[src/sv/art_pkg.sv]
// art_pkg: shared types and constants for the address region table
// no dependencies; imported by every module of the block
`default_nettype none

package art_pkg;

    localparam int TYPE_W  = 3;
    localparam int ADDR_W  = 64;
    localparam int LIMIT_W = 32;

    typedef logic [TYPE_W-1:0]  rtype_t;
    typedef logic [ADDR_W-1:0]  addr_t;
    typedef logic [LIMIT_W-1:0] limit_t;

    // operation codes of an input transaction
    typedef enum logic [1:0] {
        KIND_DECLARE  = 2'd0,
        KIND_LOOKUP   = 2'd1,
        KIND_ADD_SIZE = 2'd2,
        KIND_RESIZE   = 2'd3
    } kind_t;

    // configuration register indexes
    typedef enum logic [1:0] {
        CFG_STACK_CODE  = 2'd0,
        CFG_HEAP_CODE   = 2'd1,
        CFG_HEAP_LIMIT  = 2'd2,
        CFG_STACK_LIMIT = 2'd3
    } cfg_idx_t;

    localparam rtype_t STACK_CODE_RST  = 3'd1;
    localparam rtype_t HEAP_CODE_RST   = 3'd2;
    localparam limit_t HEAP_LIMIT_RST  = 32'd131072;
    localparam limit_t STACK_LIMIT_RST = 32'd8388608;

    // shared adder operations
    typedef enum logic {
        ALU_ADD = 1'b0,
        ALU_SUB = 1'b1
    } alu_op_t;

    // field write enables of the region memory
    typedef struct packed {
        logic type_en;
        logic start_en;
        logic size_en;
    } mem_wr_t;

endpackage

`default_nettype wire

[src/sv/address_region_table.sv]
// address_region_table: sequencer, configuration registers and result strobe
// depends on art_pkg, art_alu, art_region_mem
//
//  channel   signals                                      handshake
//  -------   -------------------------------------------  -------------------------
//  command   start, kind, region_type, address, length    start & !busy
//  result    done, found_type, success                    done, one cycle, no stall
//  config    cfg_valid, cfg_index, cfg_data               cfg_valid & cfg_ready
//
// declare writes its entry in state S_DECL; the other kinds scan entries in
// order through one memory read port and one shared adder: S_READ and S_TYPE per entry
// for a type search, S_READ, S_LO, S_END and S_HI per entry for a lookup, then the bound
// check and update states. done is raised in the cycle after the last step and a new
// command may start in that cycle.
// reset clears the entry count and loads the configuration defaults; entries are
// only read below the count, so the memory needs no clearing pass.
// cfg_ready is always high; the result side cannot stall.
`default_nettype none

module address_region_table #(
    parameter int MAX_REGIONS = 8,
    parameter int PAGE_BITS   = 12
) (
    input  wire logic            clk,
    input  wire logic            rst_n,
    input  wire logic            start,
    output logic                 busy,
    input  wire logic [1:0]      kind,
    input  wire art_pkg::rtype_t region_type,
    input  wire art_pkg::addr_t  address,
    input  wire art_pkg::addr_t  length,
    output logic                 done,
    output art_pkg::rtype_t      found_type,
    output logic                 success,
    input  wire logic            cfg_valid,
    output logic                 cfg_ready,
    input  wire logic [1:0]      cfg_index,
    input  wire art_pkg::limit_t cfg_data
);
    import art_pkg::*;

    localparam int    IDX_W     = (MAX_REGIONS > 1) ? $clog2(MAX_REGIONS) : 1;
    localparam int    CNT_W     = $clog2(MAX_REGIONS + 1);
    localparam addr_t PAGE_MASK = (64'd1 << PAGE_BITS) - 64'd1;

    typedef enum logic [14:0] {
        S_IDLE      = 15'b000000000000001,
        S_DECL      = 15'b000000000000010,
        S_READ      = 15'b000000000000100,
        S_TYPE      = 15'b000000000001000,
        S_LO        = 15'b000000000010000,
        S_END       = 15'b000000000100000,
        S_HI        = 15'b000000001000000,
        S_ADD_SIZE  = 15'b000000010000000,
        S_ADD_START = 15'b000000100000000,
        S_HEAP_NEED = 15'b000001000000000,
        S_HEAP_SET  = 15'b000010000000000,
        S_STK_DIST  = 15'b000100000000000,
        S_STK_ALIGN = 15'b001000000000000,
        S_STK_START = 15'b010000000000000,
        S_STK_SIZE  = 15'b100000000000000
    } state_t;

    state_t           state_reg, state_next;
    kind_t            kind_reg;
    rtype_t           type_reg;
    addr_t            addr_reg;
    addr_t            len_reg;
    addr_t            acc_reg, acc_next;
    logic [CNT_W-1:0] idx_reg, idx_next;
    logic [CNT_W-1:0] used_reg, used_next;
    logic             done_reg, done_next;
    rtype_t           found_reg, found_next;
    logic             ok_reg, ok_next;

    rtype_t           stack_code_reg;
    rtype_t           heap_code_reg;
    limit_t           heap_limit_reg;
    limit_t           stack_limit_reg;

    alu_op_t          alu_op;
    addr_t            alu_a, alu_b, alu_sum;
    logic             alu_carry;

    mem_wr_t          wr;
    logic [IDX_W-1:0] wr_idx;
    rtype_t           wr_type;
    addr_t            wr_start, wr_size;
    logic             rd_en;
    rtype_t           rd_type;
    addr_t            rd_start, rd_size;

    logic             is_heap, is_stack;

    art_alu u_alu (
        .op    (alu_op),
        .a     (alu_a),
        .b     (alu_b),
        .sum   (alu_sum),
        .carry (alu_carry)
    );

    art_region_mem #(
        .DEPTH (MAX_REGIONS)
    ) u_mem (
        .clk      (clk),
        .wr       (wr),
        .wr_idx   (wr_idx),
        .wr_type  (wr_type),
        .wr_start (wr_start),
        .wr_size  (wr_size),
        .rd_en    (rd_en),
        .rd_idx   (idx_reg[IDX_W-1:0]),
        .rd_type  (rd_type),
        .rd_start (rd_start),
        .rd_size  (rd_size)
    );

    // heap test takes priority over stack
    assign is_heap  = (type_reg == heap_code_reg);
    assign is_stack = (type_reg == stack_code_reg);

    assign busy       = (state_reg != S_IDLE);
    assign done       = done_reg;
    assign found_type = found_reg;
    assign success    = ok_reg;
    assign cfg_ready  = 1'b1;
    assign wr_idx     = (state_reg == S_DECL) ? used_reg[IDX_W-1:0] : idx_reg[IDX_W-1:0];

    // sequencer
    always_comb
    begin
        state_next = state_reg;
        acc_next   = acc_reg;
        idx_next   = idx_reg;
        used_next  = used_reg;
        done_next  = 1'b0;
        found_next = found_reg;
        ok_next    = ok_reg;
        alu_op     = ALU_ADD;
        alu_a      = '0;
        alu_b      = '0;
        wr         = '0;
        wr_type    = type_reg;
        wr_start   = alu_sum;
        wr_size    = alu_sum;
        rd_en      = 1'b0;

        case (state_reg)
            S_IDLE:
            begin
                if (start)
                begin
                    idx_next   = '0;
                    state_next = (kind_t'(kind) == KIND_DECLARE) ? S_DECL : S_READ;
                end
            end

            S_DECL:
            begin
                alu_op = ALU_SUB;
                alu_a  = addr_reg;
                alu_b  = len_reg;
                state_next = S_IDLE;
                done_next  = 1'b1;
                found_next = '0;
                if (used_reg == CNT_W'(MAX_REGIONS))
                begin
                    ok_next = 1'b0;
                end
                else
                begin
                    wr         = '{type_en: 1'b1, start_en: 1'b1, size_en: 1'b1};
                    wr_start   = is_stack ? alu_sum : addr_reg;
                    wr_size    = len_reg;
                    used_next  = used_reg + CNT_W'(1);
                    ok_next    = 1'b1;
                end
            end

            S_READ:
            begin
                if (idx_reg == used_reg)
                begin
                    state_next = S_IDLE;
                    done_next  = 1'b1;
                    found_next = '0;
                    ok_next    = 1'b0;
                end
                else
                begin
                    rd_en      = 1'b1;
                    state_next = (kind_reg == KIND_LOOKUP) ? S_LO : S_TYPE;
                end
            end

            S_TYPE:
            begin
                if (rd_type == type_reg)
                begin
                    state_next = (kind_reg == KIND_ADD_SIZE) ? S_ADD_SIZE : S_LO;
                end
                else
                begin
                    idx_next   = idx_reg + CNT_W'(1);
                    state_next = S_READ;
                end
            end

            // lower bound, then end address, then upper bound
            S_LO, S_HI:
            begin
                alu_op = ALU_SUB;
                alu_a  = (state_reg == S_LO) ? addr_reg : acc_reg;
                alu_b  = (state_reg == S_LO) ? rd_start : addr_reg;
                if (alu_carry && state_reg == S_LO)
                begin
                    state_next = S_END;
                end
                else if (alu_carry)
                begin
                    state_next = S_IDLE;
                    done_next  = 1'b1;
                    found_next = (kind_reg == KIND_LOOKUP) ? rd_type : '0;
                    ok_next    = 1'b1;
                end
                else if (kind_reg == KIND_LOOKUP)
                begin
                    idx_next   = idx_reg + CNT_W'(1);
                    state_next = S_READ;
                end
                else if (is_heap)
                begin
                    state_next = S_HEAP_NEED;
                end
                else if (is_stack)
                begin
                    state_next = S_STK_DIST;
                end
                else
                begin
                    state_next = S_IDLE;
                    done_next  = 1'b1;
                    found_next = '0;
                    ok_next    = 1'b0;
                end
            end

            S_END:
            begin
                alu_a      = rd_start;
                alu_b      = rd_size;
                acc_next   = alu_sum;
                state_next = S_HI;
            end

            S_ADD_SIZE:
            begin
                alu_a   = rd_size;
                alu_b   = len_reg;
                wr      = '{type_en: 1'b0, start_en: 1'b0, size_en: 1'b1};
                if (is_stack)
                begin
                    state_next = S_ADD_START;
                end
                else
                begin
                    state_next = S_IDLE;
                    done_next  = 1'b1;
                    found_next = '0;
                    ok_next    = 1'b1;
                end
            end

            S_ADD_START:
            begin
                alu_op     = ALU_SUB;
                alu_a      = rd_start;
                alu_b      = len_reg;
                wr         = '{type_en: 1'b0, start_en: 1'b1, size_en: 1'b0};
                state_next = S_IDLE;
                done_next  = 1'b1;
                found_next = '0;
                ok_next    = 1'b1;
            end

            S_HEAP_NEED:
            begin
                alu_op     = ALU_SUB;
                alu_a      = addr_reg;
                alu_b      = rd_start;
                acc_next   = alu_sum;
                state_next = S_HEAP_SET;
            end

            // limit check on the raw need, new size is the page-aligned need
            S_HEAP_SET:
            begin
                alu_a      = acc_reg;
                alu_b      = PAGE_MASK;
                state_next = S_IDLE;
                done_next  = 1'b1;
                found_next = '0;
                if (acc_reg[ADDR_W-1:LIMIT_W] != '0 || acc_reg[LIMIT_W-1:0] > heap_limit_reg)
                begin
                    ok_next = 1'b0;
                end
                else
                begin
                    wr      = '{type_en: 1'b0, start_en: 1'b0, size_en: 1'b1};
                    wr_size = alu_sum & ~PAGE_MASK;
                    ok_next = 1'b1;
                end
            end

            S_STK_DIST:
            begin
                alu_op     = ALU_SUB;
                alu_a      = rd_start;
                alu_b      = addr_reg;
                acc_next   = alu_sum;
                state_next = S_STK_ALIGN;
            end

            S_STK_ALIGN:
            begin
                alu_a      = acc_reg;
                alu_b      = PAGE_MASK;
                acc_next   = alu_sum & ~PAGE_MASK;
                state_next = S_STK_START;
            end

            S_STK_START:
            begin
                alu_op = ALU_SUB;
                alu_a  = rd_start;
                alu_b  = acc_reg;
                if (acc_reg[ADDR_W-1:LIMIT_W] != '0 || acc_reg[LIMIT_W-1:0] > stack_limit_reg)
                begin
                    state_next = S_IDLE;
                    done_next  = 1'b1;
                    found_next = '0;
                    ok_next    = 1'b0;
                end
                else
                begin
                    wr         = '{type_en: 1'b0, start_en: 1'b1, size_en: 1'b0};
                    state_next = S_STK_SIZE;
                end
            end

            S_STK_SIZE:
            begin
                alu_a      = rd_size;
                alu_b      = acc_reg;
                wr         = '{type_en: 1'b0, start_en: 1'b0, size_en: 1'b1};
                state_next = S_IDLE;
                done_next  = 1'b1;
                found_next = '0;
                ok_next    = 1'b1;
            end

            default:
            begin
                state_next = S_IDLE;
            end
        endcase
    end

    // control state
    always_ff @(posedge clk or negedge rst_n)
    begin
        if (!rst_n)
        begin
            state_reg <= S_IDLE;
            used_reg  <= '0;
            done_reg  <= 1'b0;
        end
        else
        begin
            state_reg <= state_next;
            used_reg  <= used_next;
            done_reg  <= done_next;
        end
    end

    // command capture and working registers
    always_ff @(posedge clk)
    begin
        if (start && !busy)
        begin
            kind_reg <= kind_t'(kind);
            type_reg <= region_type;
            addr_reg <= address;
            len_reg  <= length;
        end
        acc_reg   <= acc_next;
        idx_reg   <= idx_next;
        found_reg <= found_next;
        ok_reg    <= ok_next;
    end

    // configuration registers
    always_ff @(posedge clk or negedge rst_n)
    begin
        if (!rst_n)
        begin
            stack_code_reg  <= STACK_CODE_RST;
            heap_code_reg   <= HEAP_CODE_RST;
            heap_limit_reg  <= HEAP_LIMIT_RST;
            stack_limit_reg <= STACK_LIMIT_RST;
        end
        else if (cfg_valid && cfg_ready)
        begin
            case (cfg_idx_t'(cfg_index))
                CFG_STACK_CODE:  stack_code_reg  <= cfg_data[TYPE_W-1:0];
                CFG_HEAP_CODE:   heap_code_reg   <= cfg_data[TYPE_W-1:0];
                CFG_HEAP_LIMIT:  heap_limit_reg  <= cfg_data;
                CFG_STACK_LIMIT: stack_limit_reg <= cfg_data;
                default:         stack_code_reg  <= stack_code_reg;
            endcase
        end
    end

endmodule

`default_nettype wire

[src/sv/art_alu.sv]
// art_alu: the shared 64-bit add / subtract unit of the sequencer
// depends on art_pkg
`default_nettype none

module art_alu (
    input  wire art_pkg::alu_op_t op,
    input  wire art_pkg::addr_t   a,
    input  wire art_pkg::addr_t   b,
    output art_pkg::addr_t        sum,
    output logic                  carry
);
    import art_pkg::*;

    logic [ADDR_W:0] full;
    addr_t           b_eff;

    // subtract is a plus inverted b plus one; carry out means a >= b
    assign b_eff = (op == ALU_SUB) ? ~b : b;
    assign full  = {1'b0, a} + {1'b0, b_eff} + {{ADDR_W{1'b0}}, (op == ALU_SUB)};
    assign sum   = full[ADDR_W-1:0];
    assign carry = full[ADDR_W];

endmodule

`default_nettype wire

[src/sv/art_region_mem.sv]
// art_region_mem: region storage (type, start, size), one write and one read port
// depends on art_pkg; read data is registered
`default_nettype none

module art_region_mem #(
    parameter int DEPTH = 8,
    parameter int IDX_W = (DEPTH > 1) ? $clog2(DEPTH) : 1
) (
    input  wire logic             clk,
    input  wire art_pkg::mem_wr_t wr,
    input  wire logic [IDX_W-1:0] wr_idx,
    input  wire art_pkg::rtype_t  wr_type,
    input  wire art_pkg::addr_t   wr_start,
    input  wire art_pkg::addr_t   wr_size,
    input  wire logic             rd_en,
    input  wire logic [IDX_W-1:0] rd_idx,
    output art_pkg::rtype_t       rd_type,
    output art_pkg::addr_t        rd_start,
    output art_pkg::addr_t        rd_size
);
    import art_pkg::*;

    rtype_t type_mem  [DEPTH];
    addr_t  start_mem [DEPTH];
    addr_t  size_mem  [DEPTH];

    // write port, per-field enables
    always_ff @(posedge clk)
    begin
        if (wr.type_en)
        begin
            type_mem[wr_idx] <= wr_type;
        end
        if (wr.start_en)
        begin
            start_mem[wr_idx] <= wr_start;
        end
        if (wr.size_en)
        begin
            size_mem[wr_idx] <= wr_size;
        end
    end

    // registered read port
    always_ff @(posedge clk)
    begin
        if (rd_en)
        begin
            rd_type  <= type_mem[rd_idx];
            rd_start <= start_mem[rd_idx];
            rd_size  <= size_mem[rd_idx];
        end
    end

endmodule

`default_nettype wire

[config.mk]
export PLATFORM = sky130hd
export DESIGN_NAME = address_region_table
export DESIGN_NICKNAME = d
export VERILOG_FILES = /design/src/sv/art_pkg.sv /design/src/sv/address_region_table.sv /design/src/sv/art_alu.sv /design/src/sv/art_region_mem.sv
export SDC_FILE = /design/constraint.sdc
export NUM_CORES = 2
export LEC_CHECK = 0
export ABC_AREA = 1
export BUFFER_PORTS_ARGS = -buffer_cell sky130_fd_sc_hd__buf_2
export CELL_PAD_IN_SITES_DETAIL_PLACEMENT = 1
export CELL_PAD_IN_SITES_GLOBAL_PLACEMENT = 2
export CORE_MARGIN = 1
export CORE_UTILIZATION = 38
export CTS_BUF_LIST = sky130_fd_sc_hd__clkbuf_16
export CTS_CLUSTER_SIZE = 14
export DETAILED_ROUTE_END_ITERATION = 8
export PLACE_DENSITY_LB_ADDON = 0.15
export SYNTH_ARGS = -nofsm -noshare
export SYNTH_HDL_FRONTEND = slang
export SYNTH_SLANG_ARGS = --single-unit
[constraint.sdc]
create_clock -name clk -period 7.77 [get_ports clk]
set_input_delay 0.3885 -clock clk [delete_from_list [all_inputs] [get_ports clk]]
set_output_delay 0.3885 -clock clk [all_outputs]
set_load 0.05 [all_outputs]
; After elaboration in Yosys (flattened, before gate mapping)
; Memories as Yosys holds them, arrays and structs flattened. A register that Yosys moved wholly into a read port is not among the register bits.
; Cells that the tools add are included.
[word_totals]
latchBits = 0
n_memories = 3
in_bits = 171
out_inout_bits = 7
regBits = 295
romBits = 0
wordCells = 168
ramBits = 1048
[classes]
n_mul = 0
eq_ne = 37
bitwise_logic = 2
n_shift = 0
mux = 74
add_sub_neg = 4
n_lt_le_gt_ge = 2
div = 0
reduce_logical = 31
[memory_table]
columns = name, depth, width, read_ports, rd_ports_with_merged_regs, write_ports, line_no
row1 = u_mem.size_mem, 8, 64, 1, 1, 1, art_region_mem.sv:25  ; addr_t size_mem [DEPTH];
row2 = u_mem.start_mem, 8, 64, 1, 1, 1, art_region_mem.sv:24  ; addr_t start_mem [DEPTH];
row3 = u_mem.type_mem, 8, 3, 1, 1, 1, art_region_mem.sv:23  ; rtype_t type_mem [DEPTH];
[op_table]
columns = op, n
row1 = 2-to-1 mux 64 bit, 7
row2 = case mux 64 bit (7 select lines), 1
row3 = case mux 64 bit (5 select lines), 1
row4 = case mux 64 bit (2 select lines), 2
row5 = case mux 15 bit (10 select lines), 1
row6 = 2-to-1 mux 12 bit, 6
row7 = adder 64 x 64 -> 65 bit, 1
row8 = adder 65 x 1 -> 65 bit, 1
row9 = greater-than comparator 32 bit, 2
row10 = NOT 64 bit, 1
row11 = 2-to-1 mux 3 bit, 11
row12 = nonzero test 32 bit, 1
row13 = 2-to-1 mux 15 bit, 2
row14 = case mux 3 bit (5 select lines), 2
row15 = 2-to-1 mux 1 bit, 27
row16 = 2-to-1 mux 4 bit, 5
row17 = 2-to-1 mux 8 bit, 2
row18 = "inequality test 2 bit, second input constant", 8
row19 = "== test 15 x 1 -> 1 bit, second input constant", 1
row20 = "== test 15 x 10 -> 1 bit, second input constant", 1
row21 = "== test 15 x 11 -> 1 bit, second input constant", 1
row22 = "== test 15 x 12 -> 1 bit, second input constant", 1
row23 = "== test 15 x 13 -> 1 bit, second input constant", 1
row24 = "== test 15 x 14 -> 1 bit, second input constant", 1
row25 = 39 further kinds, 63

; Longest topological paths before layout
[depth]
depth_word = 10
depth_mapped = 32
mapped_depth_nobuf = 31

; Cells and area by module
; A second synthesis with hierarchy kept.
[unflattened]
hier_cells = 8079
hier_area_um2 = 73297.8
[by_module_without_submodules]
columns = mod, cells_per_inst, n_inst, area_per_inst_um2
row1 = art_region_mem, 4697, 1, 49472.4
row2 = address_region_table, 2215, 1, 17942.2
row3 = art_alu, 1167, 1, 5883.1

; Worst setup path after synthesis
; OpenSTA, ideal clock, no wires.
[synth_timing]
path_kind = reg2reg
from = register state_reg[13]
to = register addr_reg[0], enable pin
required_ps = 7142
slack_ps = -244
synth_period_minus_slack_ps = 8014
path_stages_with_launch = 10
arrival_time_ps = 7387
n_path_buf = 0
cell_sequence = dfrtp_1 > nor2_1 > nand2_2 > nor2_8 > inv_1 > nor2_1 > inv_1 > nor4_1 > inv_1 > nor2_1
[synth_between]
elab_chain_cells = 3
[synth_rtl]
columns = item, line_no
row1 = "start, declared", address_region_table.sv:64  ; state_t state_reg, state_next;
row2 = "start signal, assigned", address_region_table.sv:381  ; state_reg <= state_next;
row3 = inequality test 15 x 1 -> 1 bit, address_region_table.sv:123  ; assign busy = (state_reg != S_IDLE);
row4 = net busy, address_region_table.sv:27  ; output logic busy,
row5 = logical NOT 1 bit, address_region_table.sv:390  ; if (start && !busy)
row6 = logical AND 1 bit, address_region_table.sv:390
row7 = "end signal, assigned", address_region_table.sv:394  ; addr_reg <= address;
row8 = "end, declared", address_region_table.sv:67  ; addr_t addr_reg;
; The timed path passes the listed nets, and every way through them passes these cells.
; A chain may end at the register's enable or synchronous reset.

; Final worst setup path
[layout_timing]
from = register state_reg[9]
to = memory u_mem.size_mem[4][56] (netlist bit), data pin
[layout_between]
elab_chain_cells = 9
word_cells_on_any_way = 31
classes_between = 2 x add/sub / 12 x eq/ne / 8 x mux / 1 x bitwise / 8 x reduce/logical
[layout_rtl]
columns = item, line_no
row1 = == test 15 x 2 -> 1 bit (tied with other cells), address_region_table.sv:149  ; case (state_reg)
row2 = OR reduction 3 bit (no line) (tied with other cells), -
row3 = case mux 64 bit (7 select lines), address_region_table.sv:149
row4 = NOT 64 bit, art_alu.sv:18  ; assign b_eff = (op == ALU_SUB) ? ~b : b;
row5 = 2-to-1 mux 64 bit, art_alu.sv:18
row6 = adder 64 x 64 -> 65 bit, art_alu.sv:19  ; assign full = {1'b0, a} + {1'b0, b_eff} + {{ADDR_W{1'b0}}, (op == ALU_SUB)};
row7 = adder 65 x 1 -> 65 bit, art_alu.sv:19
row8 = 2-to-1 mux 64 bit, address_region_table.sv:167  ; if (used_reg == CNT_W'(MAX_REGIONS))
row9 = case mux 64 bit (2 select lines) (*), address_region_table.sv:149
row10 = net u_mem.wr_size[56], art_region_mem.sv:14  ; input wire art_pkg::addr_t wr_size,
row11 = "end, declared", art_region_mem.sv:25
; Mark *: on every way through the listed nets, which the timed path passes. The rest lies on a longest branch.

==> flow_summary.json <==
{
  "grt_first_pass_wirelength_um": 346000,
  "synthesis.instances": 6046,
  "timing_endpoint_of_the_critical_path": "u_mem.size_mem[4][56]$_DFFE_PP_",
  "floorplan.initialDensity": 0.382,
  "drc": 0,
  "power.switching_fraction": 0.344,
  "timing.critical_path.required_ns": 8.29,
  "syn-num-nets": 6348,
  "tritoncts": "done",
  "layout.cells.most_common": "sky130_fd_sc_hd__edfxtp_1",
  "clock.fmax_mhz": 151,
  "io_pins": 178,
  "clock_insertion_delay_worst_skew_ns": 0.84,
  "final.setup.tns_ns": 0,
  "timing_hold_violations_final": 0,
  "timing.critical_path.to_type": "flop",
  "core_um2": 174000,
  "reg.largest.list": "u_mem.size_mem (512), u_mem.start_mem (512)",
  "place.port_buffers": 176,
  "clock_sink_count": 1474,
  "cp_num_buf_inv": 2,
  "detail_route.iter0.violations": 4013,
  "post-layout-total-power_mw": 24.2,
  "maxSlewHeadroom": 0.177,
  "post_synth.cell_area_avg_um2": 11.0,
  "layout-area-overhead-vs-synth_pct": 16.1,
  "wire_per_inst_um": 27.3,
  "cp_top_family": "simple AND/OR/NAND/NOR gates",
  "synth.cell_area_um2": 66400,
  "post_cts_buffers": 0,
  "pin_count_of_the_biggest_net_entering_global_routing": 181,
  "all_layer_global_routing_usage": 0.271,
  "path_max_fanout": 19,
  "synth_sequential_area_ratio": 0.660,
  "grt_antenna_before_repair": 7,
  "share_clk_of_total_power": 0.318,
  "setup_viol": 0,
  "share_of_final_layout_standard_cells_stronger_than_drive_strength_1": 0.0887,
  "intPower_mw": 15.9,
  "grt_pass1_vias": 49397,
  "r2r_slack_ns": 1.16,
  "asyncSetResetFlopFracSynth": 0.0611,
  "synthFlopType": "sky130_fd_sc_hd__edfxtp_1",
  "final.fill_count": 18640,
  "destination_of_the_worst_register_to_register_timing_path": "u_mem.size_mem[4][56]$_DFFE_PP_",
  "synth.ff_latch_count": 1474,
  "r2r-start": "state_reg[9]$_DFFE_PN0N_",
  "dpl_worst_slack_ns": 1.22,
  "root_buffer": "sky130_fd_sc_hd__clkbuf_16",
  "die_w_um": 420,
  "clock_tree.htree_level_count": 4,
  "clock_buffer_depth": 3,
  "core.rowCount": 153,
  "total_number_of_vias": 48655,
  "run_status": "completed",
  "timing.reg2reg.worst_path_depth": 28,
  "period_share": 0.851,
  "final.setup_skew_ns": 0.0296,
  "irDropWorstVdd_mv": 0.342,
  "ys_warn_count": 0,
  "worstSetupPathType": "flop to flop",
  "rsz0062_at_grt": "no",
  "finalWeightedCongestion": 0.908,
  "finalNonFillerCells": 8800,
  "drv.max_cap_violation_count": 0,
  "detailed_place_hpwl_um": 152000,
  "die_area_um2": 176000,
  "worst_setup_path_start_kind": "flop",
  "layout.cells.most_common_list": "1384 x sky130_fd_sc_hd__edfxtp_1, 1117 x sky130_fd_sc_hd__nor2_1, 756 x sky130_fd_sc_hd__o21ai_0, 683 x sky130_fd_sc_hd__nand2_1, 497 x sky130_fd_sc_hd__inv_1",
  "slew_violations": 0,
  "max_slew.worst_pin.slew_ns": 1.22,
  "routed_wl_um": 241000,
  "cellLeakagePower_nw": 28.8,
  "number_of_unique_standard_cell_types_used_by_synthesis": 56,
  "critical_path_arrival_ns": 7.14,
  "detail_route.vias_per_cell": 5.53,
  "final_antenna_net_count": 0,
  "power_per_cell_area_nw_per_um2": 313,
  "min-delay-path-class": "input pin to flop",
  "grt_overflow_total": 0,
  "dieHeight_um": 420,
  "finalNetCount": 6635,
  "switching_power_mw": 8.31,
  "final_design_area_no_fill_um2": 77100,
  "synth-edff-count": 1384,
  "comb_power_share": 0.255,
  "cts-buffers-inserted": 165,
  "drt_pass1_iterations": 5,
  "crit_path_start": "state_reg[9]$_DFFE_PN0N_",
  "number_of_placed_cells_counting_well_taps": 8323,
  "critical_path.max_stage_delay_ns": 0.74,
  "cts.reportedPaths.clkPinSlew_ns": 0.06,
  "path_depth": 28,
  "detailed_place.area_um2": 70100,
  "critical_path.most_common_cell": "sky130_fd_sc_hd__nand2_1",
  "layout_min_cycle_time_ns": 6.61,
  "fin_ws_ns": 1.16,
  "pwr-share-seq": 0.427,
  "crit_path_top_delay_cell": "sky130_fd_sc_hd__nand3_2"
}
## tightest hold or removal path, cell delays in order
cell,delay [ns]
sky130_fd_sc_hd__buf_2,0.13
sky130_fd_sc_hd__nand3_1,0.22
sky130_fd_sc_hd__o21ai_0,0.13
## repair_timing
item                      4_1_cts  5_1_grt
hold buffers                  168        0
hold endpoints to repair      252        0
resized for setup               0        0
## kinds of logic after synthesis
logic type / synth area share
adder cells (fa/ha/maj): 0.0248
multiplexers: 0.000151
buffers and inverters: 0.0439
flip-flops: 0.660
other: 0.0000565
XOR/XNOR: 0.0172
AND/OR/NAND/NOR: 0.126
AO/OA/AOI/OAI: 0.127
## cell usage after synthesis, types with 50 or more instances
cell | count | area [um2]
sky130_fd_sc_hd__o22ai_1 | 148 | 926
sky130_fd_sc_hd__clkbuf_1 | 266 | 998
sky130_fd_sc_hd__o21ai_0 | 756 | 3780
sky130_fd_sc_hd__a21oi_1 | 144 | 721
sky130_fd_sc_hd__a221oi_1 | 50 | 438
sky130_fd_sc_hd__ha_1 | 130 | 1630
sky130_fd_sc_hd__a31oi_1 | 163 | 1020
sky130_fd_sc_hd__dfrtp_1 | 85 | 2130
sky130_fd_sc_hd__nor2_1 | 1135 | 4260
sky130_fd_sc_hd__nand3_1 | 112 | 561
sky130_fd_sc_hd__edfxtp_1 | 1384 | 41600
sky130_fd_sc_hd__a22oi_1 | 76 | 571
sky130_fd_sc_hd__nand2_1 | 683 | 2560
sky130_fd_sc_hd__xor2_1 | 96 | 841
sky130_fd_sc_hd__inv_1 | 458 | 1720
## cell type report
type | instances | area (um2) | share of cell area
flip-flops and latches | 1474 | 43800 | 0.568
clock inverters | 139 | 1110 | 0.0144
multi-input cells | 3798 | 19800 | 0.257
inverters | 470 | 1790 | 0.0232
diodes | 3 | 7.51 | 0.0000974
well taps | 2325 | 2910 | 0.0377
clock buffers | 167 | 4180 | 0.0542
repair buffers | 424 | 3450 | 0.0448
## how the worst min path moves through the flow
stage / from / endpoint / cells after the start
6_report: cfg_valid / stack_code_reg[0]$_DFFE_PN1P_ / 3
4_1_cts: cfg_valid / stack_code_reg[0]$_DFFE_PN1P_ / 3
5_1_grt: cfg_valid / stack_code_reg[2]$_DFFE_PN0P_ / 3
2_1_floorplan: rst_n / done$_DFF_PN0_ / 0
3_5_place_dp: rst_n / heap_limit_reg[10]$_DFFE_PN0P_ / 1
3_3_place_gp: rst_n / heap_limit_reg[10]$_DFFE_PN0P_ / 1
## power by group through the flow
stage	registers [mW]	logic (mW)	clock network [mW]
detailed placement	10.5	6.12	0
global route	10.3	6.81	8.10
finish	10.3	6.17	7.69
floorplan	10.2	3.97	0
CTS	10.3	6.22	7.84
global placement	10.5	5.99	0
## metal layers
metal | vias to the layer above | wire length (um) | share of wire | global-route usage
met4 | 0 | 5850 | 0.024 | 0.0715
met1 | 25105 | 106000 | 0.44 | 0.364
li1 | 22054 | - | - | -
met5 | - | 0 | 0 | 0
met2 | 1214 | 118000 | 0.49 | 0.460
met3 | 282 | 10800 | 0.045 | 0.0335
## stage by stage
stage,hold slack [ns],utilization
final,0.0806,0.444
after floorplan,0.0929,-
after CTS,0.0529,0.444
after global routing,0.131,0.444
after global placement,0.445,0.404
after detailed placement,0.449,0.404
Note: power is estimated with default switching activity, not from simulation.
